## src/hdl/nested_spec_link_scanner_unit_assert.svh

```systemverilog
// ----------------------------------------------------------------------------
// Assertion macros shared by the scanner RTL.
// ----------------------------------------------------------------------------
`ifndef NESTED_SPEC_LINK_SCANNER_UNIT_ASSERT_SVH
`define NESTED_SPEC_LINK_SCANNER_UNIT_ASSERT_SVH

// Same-cycle implication, masked during reset.
`define NSLS_ASSERT_NOW(label, clk, rst_n, ante, cons) \
    label: assert property (@(posedge clk) disable iff (!(rst_n)) (ante) |-> (cons)) \
        else $error("scanner assertion failed");

// Next-cycle implication, masked during reset.
`define NSLS_ASSERT_NEXT(label, clk, rst_n, ante, cons) \
    label: assert property (@(posedge clk) disable iff (!(rst_n)) (ante) |=> (cons)) \
        else $error("scanner assertion failed");

`endif

```

## src/hdl/nsls_pkg.sv

```systemverilog
// ----------------------------------------------------------------------------
// nsls_pkg
// Types, character codes and defaults for the spec link scanner.
// ----------------------------------------------------------------------------
package nsls_pkg;

    localparam int STACK_DEPTH_DEF = 4;
    localparam int MAX_LEN_DEF     = 65536;

    localparam logic [7:0] CH_D      = 8'h44;  // 'D'
    localparam logic [7:0] CH_L      = 8'h4C;  // 'L'
    localparam logic [7:0] CH_DOLLAR = 8'h24;  // '$'
    localparam logic [7:0] CH_OPEN   = 8'h28;  // '('
    localparam logic [7:0] CH_CLOSE  = 8'h29;  // ')'
    localparam logic [7:0] CH_COMMA  = 8'h2C;  // ','
    localparam logic [7:0] CH_QUOTE  = 8'h22;  // '"'

    typedef enum logic [2:0] {
        ERR_NONE      = 3'd0,
        ERR_OVERFLOW  = 3'd1,
        ERR_UNDERFLOW = 3'd2,
        ERR_QUOTE     = 3'd3,
        ERR_TOO_LONG  = 3'd4
    } t_err;

    typedef struct packed {
        logic [7:0] ch;
        logic       last;
    } t_in;

    typedef struct packed {
        logic [15:0] link_from;
        logic [15:0] link_to;
        logic        is_summary;
        logic [15:0] container_total;
        t_err        error_code;
        logic        end_of_run;
    } t_out;

endpackage

```

## src/hdl/nested_spec_link_scanner_unit.sv

```systemverilog
// ----------------------------------------------------------------------------
// nested_spec_link_scanner_unit
// Streaming scanner for nested structure-spec strings that emits link writes.
// ----------------------------------------------------------------------------
// Usage:
//   Input channel carries one character per transaction (ch, last). Output
//   channel carries result transactions: link writes, error reports and one
//   end summary after the character flagged last.
//   Each character is processed in the cycle it is accepted; its results
//   (zero to three) are registered in the result buffer and leave it one
//   per cycle while the output is not stalled. Throughput: one character per
//   cycle while each character yields at most one result and the output is
//   not stalled; a character yielding more results stalls the input while
//   the single output register drains the result buffer.
//   The group stack keeps its top in a register and the rest in a small
//   memory with a registered read of the entry below the top.
//   Reset (synchronous, active low) clears position, quote flag, stack count,
//   container count and the result buffer; stack memory is not cleared.
//   A stalled output holds its transaction; the input is stalled while more
//   than one result is pending, while one is pending and the output stalls,
//   and throughout reset.
// ----------------------------------------------------------------------------
module nested_spec_link_scanner_unit #(
    parameter int STACK_DEPTH = nsls_pkg::STACK_DEPTH_DEF,
    parameter int MAX_LEN     = nsls_pkg::MAX_LEN_DEF
) (
    input  logic           i_clk,
    input  logic           i_rst_n,
    input  logic           i_in_valid,
    output logic           o_in_stall,
    input  nsls_pkg::t_in  i_in_data,
    output logic           o_out_valid,
    input  logic           i_out_stall,
    output nsls_pkg::t_out o_out_data
);
    import nsls_pkg::*;

    `include "nested_spec_link_scanner_unit_assert.svh"

    localparam int POS_W = $clog2(MAX_LEN + 1);  // position can reach MAX_LEN
    localparam int IDX_W = $clog2(MAX_LEN);      // positions of processed chars
    localparam int CNT_W = $clog2(STACK_DEPTH + 1);
    localparam int MEM_D = (STACK_DEPTH > 1) ? STACK_DEPTH - 1 : 1;
    localparam int MA_W  = (MEM_D > 1) ? $clog2(MEM_D) : 1;

    // Scanner state
    logic [POS_W-1:0] r_pos,      n_pos;
    logic             r_in_quote, n_in_quote;
    logic [IDX_W-1:0] r_qstart,   n_qstart;
    logic [IDX_W-1:0] r_top,      n_top;
    logic [CNT_W-1:0] r_count,    n_count;
    logic [15:0]      r_cont,     n_cont;
    logic [IDX_W-1:0] r_below;

    // Entries below the top of the group stack
    logic [IDX_W-1:0] r_stack_mem [MEM_D];

    // Result buffer: slot 0 drives the output
    t_out             r_res [3];
    logic [1:0]       r_res_cnt;

    logic             in_acc;
    logic             out_acc;
    logic [IDX_W-1:0] p;
    t_out             proc0, proc1, summ;
    t_out             slot [3];
    logic [1:0]       proc_cnt;
    logic [1:0]       n_res;
    logic             mem_we;
    logic [MA_W-1:0]  mem_wa;
    logic [IDX_W-1:0] mem_wd;
    logic [CNT_W-1:0] eff_count;
    logic [MA_W-1:0]  mem_ra;

    function automatic t_out mk_res(logic [15:0] from, logic [15:0] to, logic is_summ,
                                    logic [15:0] total, t_err err);
        t_out r;
        r.link_from       = from;
        r.link_to         = to;
        r.is_summary      = is_summ;
        r.container_total = total;
        r.error_code      = err;
        r.end_of_run      = 1'b0;
        return r;
    endfunction

    // Take a new character only when the buffer is empty or empties this cycle
    assign out_acc     = o_out_valid && !i_out_stall;
    assign o_in_stall  = !i_rst_n ||
                         !((r_res_cnt == 2'd0) || ((r_res_cnt == 2'd1) && !i_out_stall));
    assign in_acc      = i_in_valid && !o_in_stall;
    assign o_out_valid = (r_res_cnt != 2'd0);
    assign o_out_data  = r_res[0];

    assign p = r_pos[IDX_W-1:0];

    // Next state and results for the character at the input
    always_comb begin
        n_pos      = r_pos;
        n_in_quote = r_in_quote;
        n_qstart   = r_qstart;
        n_top      = r_top;
        n_count    = r_count;
        n_cont     = r_cont;
        proc0      = '0;
        proc1      = '0;
        proc_cnt   = 2'd0;
        mem_we     = 1'b0;
        mem_wa     = '0;
        mem_wd     = r_top;

        if (r_pos == POS_W'(MAX_LEN)) begin
            // String too long: drop the character, hold the position
            proc0    = mk_res(16'd0, 16'd0, 1'b0, 16'd0, ERR_TOO_LONG);
            proc_cnt = 2'd1;
        end else begin
            n_pos = r_pos + 1'b1;
            priority if (r_in_quote) begin
                if (i_in_data.ch == CH_QUOTE) begin
                    proc0      = mk_res(16'(r_qstart), 16'(p), 1'b0, 16'd0, ERR_NONE);
                    proc1      = mk_res(16'(p), 16'(r_qstart), 1'b0, 16'd0, ERR_NONE);
                    proc_cnt   = 2'd2;
                    n_in_quote = 1'b0;
                end
            end else if (i_in_data.ch == CH_D || i_in_data.ch == CH_L ||
                         i_in_data.ch == CH_DOLLAR) begin
                if (r_cont != 16'hFFFF) begin
                    n_cont = r_cont + 16'd1;
                end
            end else if (i_in_data.ch == CH_OPEN) begin
                if (r_count == CNT_W'(STACK_DEPTH)) begin
                    proc0    = mk_res(16'd0, 16'd0, 1'b0, 16'd0, ERR_OVERFLOW);
                    proc_cnt = 2'd1;
                end else begin
                    // Spill the old top into the memory, new group on top
                    if (r_count != '0) begin
                        mem_we = 1'b1;
                        mem_wa = MA_W'(r_count - 1'b1);
                    end
                    n_top   = p;
                    n_count = r_count + 1'b1;
                end
            end else if (i_in_data.ch == CH_COMMA || i_in_data.ch == CH_CLOSE) begin
                if (r_count == '0) begin
                    proc0    = mk_res(16'd0, 16'd0, 1'b0, 16'd0, ERR_UNDERFLOW);
                    proc_cnt = 2'd1;
                end else begin
                    proc0    = mk_res(16'(r_top), 16'(p), 1'b0, 16'd0, ERR_NONE);
                    proc_cnt = 2'd1;
                    if (i_in_data.ch == CH_COMMA) begin
                        n_top = p;
                    end else begin
                        n_top   = r_below;
                        n_count = r_count - 1'b1;
                    end
                end
            end else if (i_in_data.ch == CH_QUOTE) begin
                n_in_quote = 1'b1;
                n_qstart   = p;
            end else begin
                // Plain character: only advance the position
            end
        end

        summ = mk_res(16'd0, 16'd0, 1'b1, n_cont, n_in_quote ? ERR_QUOTE : ERR_NONE);

        // Last character: start over for the next string
        if (i_in_data.last) begin
            n_pos      = '0;
            n_in_quote = 1'b0;
            n_qstart   = '0;
            n_count    = '0;
            n_cont     = 16'd0;
        end

        slot[0] = (proc_cnt != 2'd0) ? proc0 : summ;
        slot[1] = (proc_cnt == 2'd2) ? proc1 : summ;
        slot[2] = summ;
        n_res   = proc_cnt + {1'b0, i_in_data.last};
        for (int i = 0; i < 3; i++) begin
            slot[i].end_of_run = (2'(i) == (n_res - 2'd1));
        end

        eff_count = in_acc ? n_count : r_count;
        mem_ra    = MA_W'(eff_count - CNT_W'(2));
    end

    // Scanner state registers
    always_ff @(posedge i_clk) begin
        if (!i_rst_n) begin
            r_pos      <= '0;
            r_in_quote <= 1'b0;
            r_qstart   <= '0;
            r_count    <= '0;
            r_cont     <= 16'd0;
        end else if (in_acc) begin
            r_pos      <= n_pos;
            r_in_quote <= n_in_quote;
            r_qstart   <= n_qstart;
            r_count    <= n_count;
            r_cont     <= n_cont;
        end
    end

    always_ff @(posedge i_clk) begin
        if (in_acc) begin
            r_top <= n_top;
        end
    end

    // Stack memory: one write, one registered read of the entry below the top.
    // Forward the write when it lands on the read address.
    always_ff @(posedge i_clk) begin
        if (in_acc && mem_we) begin
            r_stack_mem[mem_wa] <= mem_wd;
        end
        if (in_acc && mem_we && (mem_wa == mem_ra)) begin
            r_below <= mem_wd;
        end else begin
            r_below <= r_stack_mem[mem_ra];
        end
    end

    // Result buffer: load all slots on accept, else shift on each transaction out
    always_ff @(posedge i_clk) begin
        if (!i_rst_n) begin
            r_res_cnt <= 2'd0;
        end else if (in_acc) begin
            r_res_cnt <= n_res;
        end else if (out_acc) begin
            r_res_cnt <= r_res_cnt - 2'd1;
        end
    end

    always_ff @(posedge i_clk) begin
        if (in_acc) begin
            r_res[0] <= slot[0];
            r_res[1] <= slot[1];
            r_res[2] <= slot[2];
        end else if (out_acc) begin
            r_res[0] <= r_res[1];
            r_res[1] <= r_res[2];
        end
    end

    // Checks
    `NSLS_ASSERT_NOW(a_stack_bound, i_clk, i_rst_n, 1'b1, r_count <= CNT_W'(STACK_DEPTH))
    `NSLS_ASSERT_NOW(a_pos_bound, i_clk, i_rst_n, 1'b1, r_pos <= POS_W'(MAX_LEN))
    `NSLS_ASSERT_NEXT(a_last_clears, i_clk, i_rst_n, in_acc && i_in_data.last,
        (r_pos == '0) && (r_count == '0) && !r_in_quote && (r_cont == 16'd0))
    `NSLS_ASSERT_NOW(a_end_marks_final, i_clk, i_rst_n, o_out_valid,
        o_out_data.end_of_run == (r_res_cnt == 2'd1))

endmodule
```

## config.mk

```make
export PLATFORM = sky130hd
export DESIGN_NAME = nested_spec_link_scanner_unit
export DESIGN_NICKNAME = d
export VERILOG_FILES = /design/src/hdl/nsls_pkg.sv /design/src/hdl/nested_spec_link_scanner_unit.sv
export VERILOG_INCLUDE_DIRS = /design/src /design/src/hdl
export SDC_FILE = /design/constraint.sdc
export NUM_CORES = 1
export LEC_CHECK = 0
export ABC_AREA = 1
export ABC_CLOCK_PERIOD_IN_PS = 8700
export CORE_MARGIN = 1
export CORE_UTILIZATION = 43
export DETAILED_ROUTE_END_ITERATION = 8
export DONT_BUFFER_PORTS = 1
export PLACE_DENSITY = 0.56
export SLEW_MARGIN = 30
export SYNTH_ARGS = -nofsm -noshare
export SYNTH_HDL_FRONTEND = slang
export SYNTH_SLANG_ARGS = --single-unit
```

## constraint.sdc

```tcl
create_clock -name i_clk -period 8.7 [get_ports i_clk]
set_clock_uncertainty 0.2 [all_clocks]
set_input_delay 0 -clock i_clk [delete_from_list [all_inputs] [get_ports i_clk]]
set_output_delay 0 -clock i_clk [all_outputs]
set_load 0.05 [all_outputs]
```

Yosys cells after proc, flatten, opt, wreduce, memory -nomap -nowiden
Memory sizes are Yosys's and may differ from the RTL's. A register that Yosys moved wholly into a read port is not among the register bits.
Cells that the tools add are included.
W data, S select, Z words.
{"block": "classes", "n_mux": 81, "n_lt_le_gt_ge": 0, "div_mod_pow": 0, "multipliers": 0, "n_eq_ne": 21, "n_shift": 0, "n_addsub": 8, "n_reduce_logical": 25, "bitwise_logic": 5}
{"operator": "$mux W53", "n": 14}
{"operator": "$mux W16", "n": 17}
{"operator": "$eq A8 B6 Y1 const B", "n": 5}
{"operator": "$mux W17", "n": 2}
{"operator": "$mux W2", "n": 15}
{"operator": "$mux W3", "n": 10}
{"operator": "$mux W1", "n": 23}
{"operator": "$add A17 B1 Y17 const B", "n": 1}
{"operator": "$eq A17 B17 Y1 const B", "n": 1}
{"operator": "$add A16 B1 Y16 const B", "n": 1}
{"operator": "$eq A8 B7 Y1 const B", "n": 2}
{"operator": "$ne A16 B16 Y1 const B", "n": 1}
{"operator": "$ne A2 B2 Y1 const B", "n": 7}
{"operator": "$reduce_and A7 Y1", "n": 2}
{"operator": "$reduce_bool A2 Y1", "n": 5}
{"operator": "$logic_or A1 B1 Y1", "n": 5}
{"operator": "$logic_and A1 B1 Y1", "n": 4}
{"operator": "$logic_not A1 Y1", "n": 4}
{"operator": "$logic_not A2 Y1", "n": 2}
{"operator": "$sub A2 B1 Y2 const B", "n": 2}
{"operator": "$add A3 B1 Y3 const B", "n": 1}
{"operator": "$eq A3 B3 Y1 const B", "n": 1}
{"operator": "$logic_not A3 Y1", "n": 1}
{"operator": "$not A1 Y1", "n": 3}
{"operator": "10 further kinds", "n": 11}
{"block": "word_totals", "elab_cells": 149, "inputBits": 13, "memories": 2, "ram_bits": 207, "latch_bits": 0, "rom_bits": 0, "regBits": 71, "out_inout_bits": 55}
{"memory": "r_res", "words": 3, "width": 53, "rd": 3, "rd_clocked_by_memory_dff": 0, "wr": 3, "line": "nested_spec_link_scanner_unit.sv:59", "source": "t_out r_res [3];"}
{"memory": "r_stack_mem", "words": 3, "width": 16, "rd": 1, "rd_clocked_by_memory_dff": 1, "wr": 1, "line": "nested_spec_link_scanner_unit.sv:56", "source": "logic [IDX_W-1:0] r_stack_mem [MEM_D];"}

Depth between registers and ports, before layout
Gate-level depths: netlist of run 1.
{"block": "logic_depth", "depth_word": 11, "mapped_depth": 15, "depth_no_buf": 15}

Worst setup path before layout of run 1
Ideal clock, no wire load.
{"block": "synth_path", "path_kind": "register to register", "startpoint": "register r_res_cnt[0]", "endpoint": "memory r_res[0][0] in the netlist's numbering (enable)", "path_stages_with_launch": 4, "setup_ns": 0.715, "arrival_time_ns": 8.002, "path_buffers": 0, "required_time_ns": 7.785, "synth_period_minus_slack_ns": 8.918, "setup_slack_ns": -0.218, "path_cell_list": "dfxtp_1 > inv_1 > ha_1 > o21ai_0"}
{"element": "start: declaration", "line": "nested_spec_link_scanner_unit.sv:60", "source": "logic [1:0] r_res_cnt;"}
{"element": "start signal: assignment", "line": "nested_spec_link_scanner_unit.sv:229", "source": "r_res_cnt <= n_res;"}
{"element": "start signal: assignment", "line": "nested_spec_link_scanner_unit.sv:231", "source": "r_res_cnt <= r_res_cnt - 2'd1;"}
{"element": "end: declaration", "line": "nested_spec_link_scanner_unit.sv:59"}

Final worst setup path of run 1
{"block": "layout_path", "startpoint": "register r_res_cnt[0]", "endpoint": "register r_pos[10]"}
{"block": "layout_via", "elab_chain_cells": 8, "word_cells_on_any_way": 9, "cone_classes": "1 x eq/ne; 8 x reduce/logical"}
{"element": "$eq A2 B1 Y1", "line": "nested_spec_link_scanner_unit.sv:90", "source": "!((r_res_cnt == 2'd0) || ((r_res_cnt == 2'd1) && !i_out_stall));"}
{"element": "$logic_and A1 B1 Y1", "line": "nested_spec_link_scanner_unit.sv:90"}
{"element": "$logic_or A1 B1 Y1 *", "line": "nested_spec_link_scanner_unit.sv:90"}
{"element": "$logic_not A1 Y1 *", "line": "nested_spec_link_scanner_unit.sv:90"}
{"element": "$logic_or A1 B1 Y1 *", "line": "nested_spec_link_scanner_unit.sv:89", "source": "assign o_in_stall = !i_rst_n ||"}
{"element": "$logic_not A1 Y1 *", "line": "nested_spec_link_scanner_unit.sv:91", "source": "assign in_acc = i_in_valid && !o_in_stall;"}
{"element": "$logic_and A1 B1 Y1 *", "line": "nested_spec_link_scanner_unit.sv:91"}
{"element": "$reduce_and A2 Y1 (no source line) *"}
{"element": "end signal: assignment", "line": "nested_spec_link_scanner_unit.sv:197", "source": "r_pos <= n_pos;"}
{"element": "end: declaration", "line": "nested_spec_link_scanner_unit.sv:47", "source": "logic [POS_W-1:0] r_pos, n_pos;"}
Mark *: on every way between the ends. The rest lies on a longest branch, timed or not.
A chain may end at the register's enable or synchronous reset.

==> results.py, run 1 <==
metrics = {
    "yosys": {
        "yosysWarningCount": 0,
        "synth.distinct_cells": 51,
        "netlist_area_sq_um": 11900,
        "syn_nets": 1248,
        "synth.area.top_cells": "edfxtp_1, nand2_1, dfxtp_1",
        "synth.largest_area_cell": "edfxtp_1",
        "yosysSeqAreaShare": 0.567,
        "syn_avg_cell_area_sq_um": 9.69,
        "synth-seq-cells": 243,
        "synth_edf_count": 186,
        "ys.flop_type": "edfxtp_1",
        "yosys.area.top_type_share": 0.471,
        "syn_inst": 1224,
        "async_reset_ff_frac": 0,
    },
    "timing": {
        "period_share": 0.434,
        "rsz0062_at_grt": "no",
        "drv_slew": 0,
        "setup_slack_ns": 4.92,
        "relSlewSlack": 0.382,
        "holdWs_ns": 0.0303,
        "fmax_mhz": 265,
        "period_minus_slack_ns": 3.78,
        "finalSetupTns_ns": 0,
        "setup_viol": 0,
        "worstMarginPinSlew_ns": 0.926,
        "final_hold_viol_count": 0,
    },
    "min_path": {
        "min_path_type": "primary input to register",
        "min-delay-start": "i_in_data[2]",
        "holdPathStages": 7,
        "whs_endpoint": "r_res[0][1]",
    },
    "clock_network": {
        "cts.clk_slew.worst_paths_ns": 0.07,
        "htree_levels": 1,
        "clock_sinks": 243,
        "cts_resized": 0,
        "cts_tree": "done",
        "cts_buffers": 27,
        "clock_path_buffers": 3,
        "post-cts-setup-buffer-count": 0,
        "root_buffer": "clkbuf_16",
        "insertion_delay_ns": 0.55,
    },
    "route": {
        "dr.pass1.iters": 5,
        "drt_wl_total_um": 26100,
        "drcViolationCount": 0,
        "dr.first_iter.drc_count": 778,
        "via_per_inst": 5.18,
        "ant_nets": 0,
        "dr_total_vias": 7979,
        "post_drt_wl_per_cell_um": 17.0,
    },
    "status": {
        "status": "complete, no violations",
    },
    "layout": {
        "nNetsFinal": 1201,
        "diodes": 0,
        "final_cell_area_sq_um": 12700,
        "mostFrequentLayoutCells": "nand2_1, edfxtp_1, inv_1",
        "regArea_sq_um": 6730,
        "fin_util": 0.471,
        "fillers": 2512,
        "drive_above_1_share": 0.119,
        "multiInputGateArea_sq_um": 4020,
        "finalNonFillerCells": 1539,
        "final_common_cell": "nand2_1",
        "synthToLayoutAreaGrowth_pct": 7.30,
    },
    "worst_setup_path": {
        "critPathLaunchType": "register",
        "setup.worst_path.end_class": "register",
        "crit_type": "register to register",
        "timing.rr.end": "r_pos[10]",
        "r2r_start": "r_res_cnt[0]",
        "worstPathRequired_ns": 8.95,
        "worstPathMaxFanout": 19,
        "r2r_cells": 14,
        "arrival_ns": 4.03,
        "r2r_setup_slack_ns": 4.92,
    },
    "placement": {
        "port_buffers": 0,
        "dpl_cell_area_sq_um": 11700,
        "dp_cells": 1470,
        "place_ws_ns": 5.22,
        "gp_congestion": 0.854,
        "post-dp-hpwl_um": 17400,
    },
    "pwr": {
        "peakVddDrop_uv": 119,
        "p_leak_nw": 4.64,
        "power_density_nw_per_um2": 208,
        "power_mw": 2.64,
    },
    "grt": {
        "grt_pass1_vias": 7191,
        "antenna_found_initial": 0,
        "grt_pass1_wl_um": 41700,
        "grt_use_total": 0.188,
        "grt_max_degree": 58,
        "grt_overflow": 0,
    },
    "floorplanning": {
        "row_count": 60,
        "die_w_um": 168,
        "initial_core_util": 0.439,
        "die_y_um": 168,
        "core_area_sq_um": 27000,
        "io_pins": 68,
        "dieArea_sq_um": 28200,
    },
    "run": {
        "maxCapViolations": 0,
    },
}
-- layer usage --
| metal | global-route usage | up-vias | routed length (um) |
|---|---|---|---|
| met5 | 0 | - | 0 |
| met1 | 0.306 | 3745 | 13700 |
| met4 | 0.0415 | 0 | 407 |
| met2 | 0.261 | 245 | 10400 |
| met3 | 0.0261 | 36 | 1670 |
| li1 | - | 3953 | - |
-- report_power, final --
group / internal (mW) / switching (mW)
Sequential: 1.31 / 0.107
Clock: 0.642 / 0.455
Combinational: 0.0265 / 0.100
Total: 1.98 / 0.662
-- registers in the layout, indices dropped and copies added, names as in the netlist, named ones only --
| signal | count |
|---|---|
| r_res_cnt | 2 |
| mem_wd | 16 |
| r_in_quote | 1 |
| r_cont | 16 |
| r_qstart | 16 |
| r_count | 2 |
| r_stack_mem | 48 |
| r_res | 122 |
| r_pos | 17 |
-- logic make-up after synthesis --
group                      Yosys count  synth area share
adders and majority gates           11            0.0116
muxes                               16            0.0135
DFF                                243             0.567
AOI/OAI and AO/OA                  149            0.0706
xor gates and xnor gates             8           0.00654
and+or+nand+nor                    581             0.234
buffers and inverters              216            0.0965
-- area by class of cell --
class,count,share of cell area
Multi-Input combinational cell,765,0.316
Sequential cell,243,0.529
Timing Repair Buffer,29,0.0208
Tap cell,341,0.0335
Clock buffer,43,0.0610
Inverter,111,0.0337
Clock inverter,7,0.00590
-- synthesized netlist by cell type, types with 2 or more instances --
cell / n
a21oi_1: 52
buf_1: 2
buf_2: 19
buf_4: 59
buf_6: 10
clkbuf_1: 14
dfxtp_1: 57
edfxtp_1: 186
ha_1: 11
inv_1: 98
inv_2: 8
inv_4: 3
mux2i_1: 16
nand2_1: 320
nand2_2: 17
nand2_4: 4
nand2_8: 2
nand3_1: 72
nand3_2: 9
nand3_4: 3
nand3b_1: 3
nand4_1: 14
nor2_1: 73
nor2_2: 8
nor2_4: 10
nor2_8: 4
nor3_1: 34
nor4_1: 2
o21ai_0: 45
o21ai_1: 17
o21ai_2: 10
o22ai_1: 18
xor2_1: 6
-- critical path, stage by stage (launching register included) --
cell and delay, ns:
dfxtp_1 0.32, inv_1 0.08, ha_1 0.25, inv_2 0.17, o21ai_2 0.13, nand3_4 0.18, dlygate4sd3_1 0.95, nor2_4 0.32
inv_1 0.12, nand2_1 0.37, nand2_1 0.17, nor3_1 0.23, nand2_1 0.08, nand2_1 0.07, nor2_1 0.04
-- worst max-delay path by stage --
| stage | from | to | slack [ns] | cells after the start |
|---|---|---|---|---|
| finish | r_res_cnt[0] | r_pos[10] | 4.92 | 14 |
| global route | r_res_cnt[0] | r_pos[10] | 4.64 | 14 |
| CTS | r_res_cnt[0] | r_pos[10] | 4.94 | 14 |
| detailed placement | r_res_cnt[0] | r_res[0][82] | 5.22 | 10 |
| global placement | r_res_cnt[0] | r_res[0][53] | 5.29 | 10 |
| floorplan | r_res_cnt[0] | r_res_cnt[1] | 2.62 | 5 |
-- what timing repair did --
action | 4_1_cts | 5_1_grt
hold buffers | 19 | 0
setup endpoints to repair | 0 | 0
hold endpoints to repair | 215 | 0
Note: power is estimated with default switching activity, not from simulation.
==> run 2: changes to the inputs <==
--- a/config.mk
+++ b/config.mk
@@ -7,7 +7,7 @@
 export NUM_CORES = 1
 export LEC_CHECK = 0
 export ABC_AREA = 1
-export ABC_CLOCK_PERIOD_IN_PS = 8700
+export ABC_CLOCK_PERIOD_IN_PS = 3400
 export CORE_MARGIN = 1
 export CORE_UTILIZATION = 43
 export DETAILED_ROUTE_END_ITERATION = 8
==> constraint.sdc (replaced) <==
create_clock -name i_clk -period 3.4 [get_ports i_clk]
set_clock_uncertainty 0.2 [all_clocks]
set_input_delay 0 -clock i_clk [delete_from_list [all_inputs] [get_ports i_clk]]
set_output_delay 0 -clock i_clk [all_outputs]
set_load 0.05 [all_outputs]
==> results.py, run 2 (synthesized netlist as in run 1, its figures left out) <==
metrics = {
    "pwr": {
        "power_density_nw_per_um2": 523,
        "combPwrFrac": 0.051,
        "p_sw_mw": 1.69,
        "peakVddDrop_uv": 326,
        "netSwitchingFraction": 0.250,
        "internal_power_mw": 5.05,
        "seq_power_share": 0.539,
        "p_clk_frac": 0.410,
        "p_leak_nw": 4.73,
    },
    "route": {
        "dr.first_iter.drc_count": 690,
        "dr.pass1.iters": 5,
        "drt_wl_total_um": 26400,
        "ant_nets": 0,
        "post_drt_wl_per_cell_um": 17.0,
        "via_per_inst": 5.20,
        "dr_total_vias": 8087,
        "drcViolationCount": 0,
    },
    "grt": {
        "grt_max_degree": 59,
        "grt_overflow": 0,
        "grt_use_met1": 0.299,
        "grt_use_total": 0.190,
        "antenna_found_initial": 1,
        "grt_pass1_wl_um": 41900,
        "grt_util_met3": 0.0289,
        "grt_pass1_vias": 7534,
        "grt_busiest_layer": "met1",
        "grtUsageMet2": 0.271,
    },
    "floorplanning": {
        "initial_core_util": 0.439,
        "io_pins": 68,
        "die_y_um": 168,
        "dieArea_sq_um": 28200,
        "core_area_sq_um": 27000,
        "row_count": 60,
        "die_w_um": 168,
    },
    "worst_setup_path": {
        "path_cells": "dlygate4sd3_1 -> nor2_2 -> dlygate4sd3_1 -> nand3_2 -> dlygate4sd3_1 -> nor2_4 -> nand3_4 -> buf_4 -> xor2_2 -> nor2_1 -> o21a_1 -> dlygate4sd3_1",
        "cpMostUsedCell": "dlygate4sd3_1",
        "worstPathMaxFanout": 17,
        "crit_type": "primary input to register",
        "setup.worst_path.end_class": "register",
        "slowest_stage": "dlygate4sd3_1",
        "arrival_ns": 3.44,
        "max_stage_delay_ns": 0.60,
        "worstPathRequired_ns": 3.63,
        "critPathLaunchType": "primary input",
    },
    "timing": {
        "period_minus_slack_ns": 3.21,
        "relSlewSlack": 0.364,
        "setup_viol": 0,
        "finalSetupTns_ns": 0,
        "drv_slew": 0,
        "final_hold_viol_count": 0,
        "fmax_mhz": 311,
        "rsz0062_at_grt": "no",
        "worstMarginPinSlew_ns": 0.952,
        "period_share": 0.945,
    },
    "run": {
        "maxCapViolations": 0,
    },
    "clock_network": {
        "cts_tree": "done",
        "cts_buffers": 26,
        "root_buffer": "clkbuf_16",
        "insertion_delay_ns": 0.55,
        "cts.clk_slew.worst_paths_ns": 0.06,
        "post-cts-setup-buffer-count": 0,
        "clock_path_buffers": 3,
        "htree_levels": 1,
        "clock_sinks": 243,
    },
    "layout": {
        "reg_top3": "r_res (122), r_stack_mem (48), r_pos (17)",
        "mostFrequentLayoutCells": "nand2_1, edfxtp_1, inv_1",
        "nNetsFinal": 1219,
        "drive_above_1_share": 0.127,
        "synthToLayoutAreaGrowth_pct": 8.68,
        "largest_register_ffs": 122,
        "top_register": "r_res",
        "diodes": 0,
        "fin_util": 0.477,
        "final_common_cell": "nand2_1",
    },
    "placement": {
        "port_buffers": 0,
        "post-dp-hpwl_um": 17900,
        "gp_congestion": 0.851,
    },
    "min_path": {
        "min_path_type": "primary input to register",
    },
    "status": {
        "status": "complete, no violations",
    },
}
-- run 2: changes by cell type in the layout (fill, tap and decap cells not counted), moves of 2 or more --
cell and change:
buf_12 +2, buf_4 +14, clkbuf_1 -5, clkbuf_8 -2
clkinv_1 +5, dlygate4sd3_1 +3
-- run 2: repair_timing --
action | in CTS | in global routing
hold endpoints to repair | 236 | 0
hold buffers | 22 | 0
gates resized for setup | 0 | 0
-- run 2: power groups by stage --
| stage | logic, mW | registers (mW) | clock network [mW] |
|---|---|---|---|
| 6_report | 0.345 | 3.63 | 2.76 |
| 5_1_grt | 0.378 | 3.64 | 2.94 |
| 4_1_cts | 0.349 | 3.63 | 2.84 |
| 3_5_place_dp | 0.324 | 3.69 | 0 |
| 3_3_place_gp | 0.319 | 3.69 | 0 |
| 2_1_floorplan | 0.554 | 3.45 | 0 |
-- run 2: path summary, 6_finish.rpt --
kind,start,to,slack (ns),cells after the start
setup / recovery,i_in_data[8],r_res_cnt[1],0.19,12
hold / removal,i_in_data[7],r_cont[4],0.03,7
setup reg to reg,r_count[0],register,0.30,14
hold reg to reg,r_qstart[9],r_qstart[9],0.26,2
-- run 2: worst max-delay path, delay by kind of cell --
family	cells	cell delay, ns
AND/OR/NAND/NOR	5	0.54
AO/OA/AOI/OAI	1	0.16
buffers and inverters	5	2.49
XOR/XNOR	1	0.22
-- run 2: final cells by class --
class / instances / area [sq um]
repair buffers: 48 / 440
clock inverters: 13 / 139
flip-flops and latches: 243 / 6730
well taps: 341 / 427
fillers: 2515 / 14100
inverters: 111 / 429
clock buffers: 35 / 704
multi-input cells: 765 / 4020
-- run 2: metal layers --
metal	routed length, um	share of wire
met2	10900	0.41
met3	1690	0.064
met4	437	0.017
met1	13400	0.51
met5	0	0
-- run 2: through the flow --
step           power [mW]  hold WS [ns]  instances  setup WS, ns  area (sq um)
6_report             6.74        0.0311       1556         0.187         12900
5_1_grt              6.96        0.0515       1556        0.0702         12900
4_1_cts              6.82       0.00442       1556         0.210         12900
3_5_place_dp         4.02       -0.0698       1486         0.652         11800
3_3_place_gp         4.01       -0.0736       1486         0.724         11800
2_1_floorplan        4.00       -0.0825       1224         0.194         11900
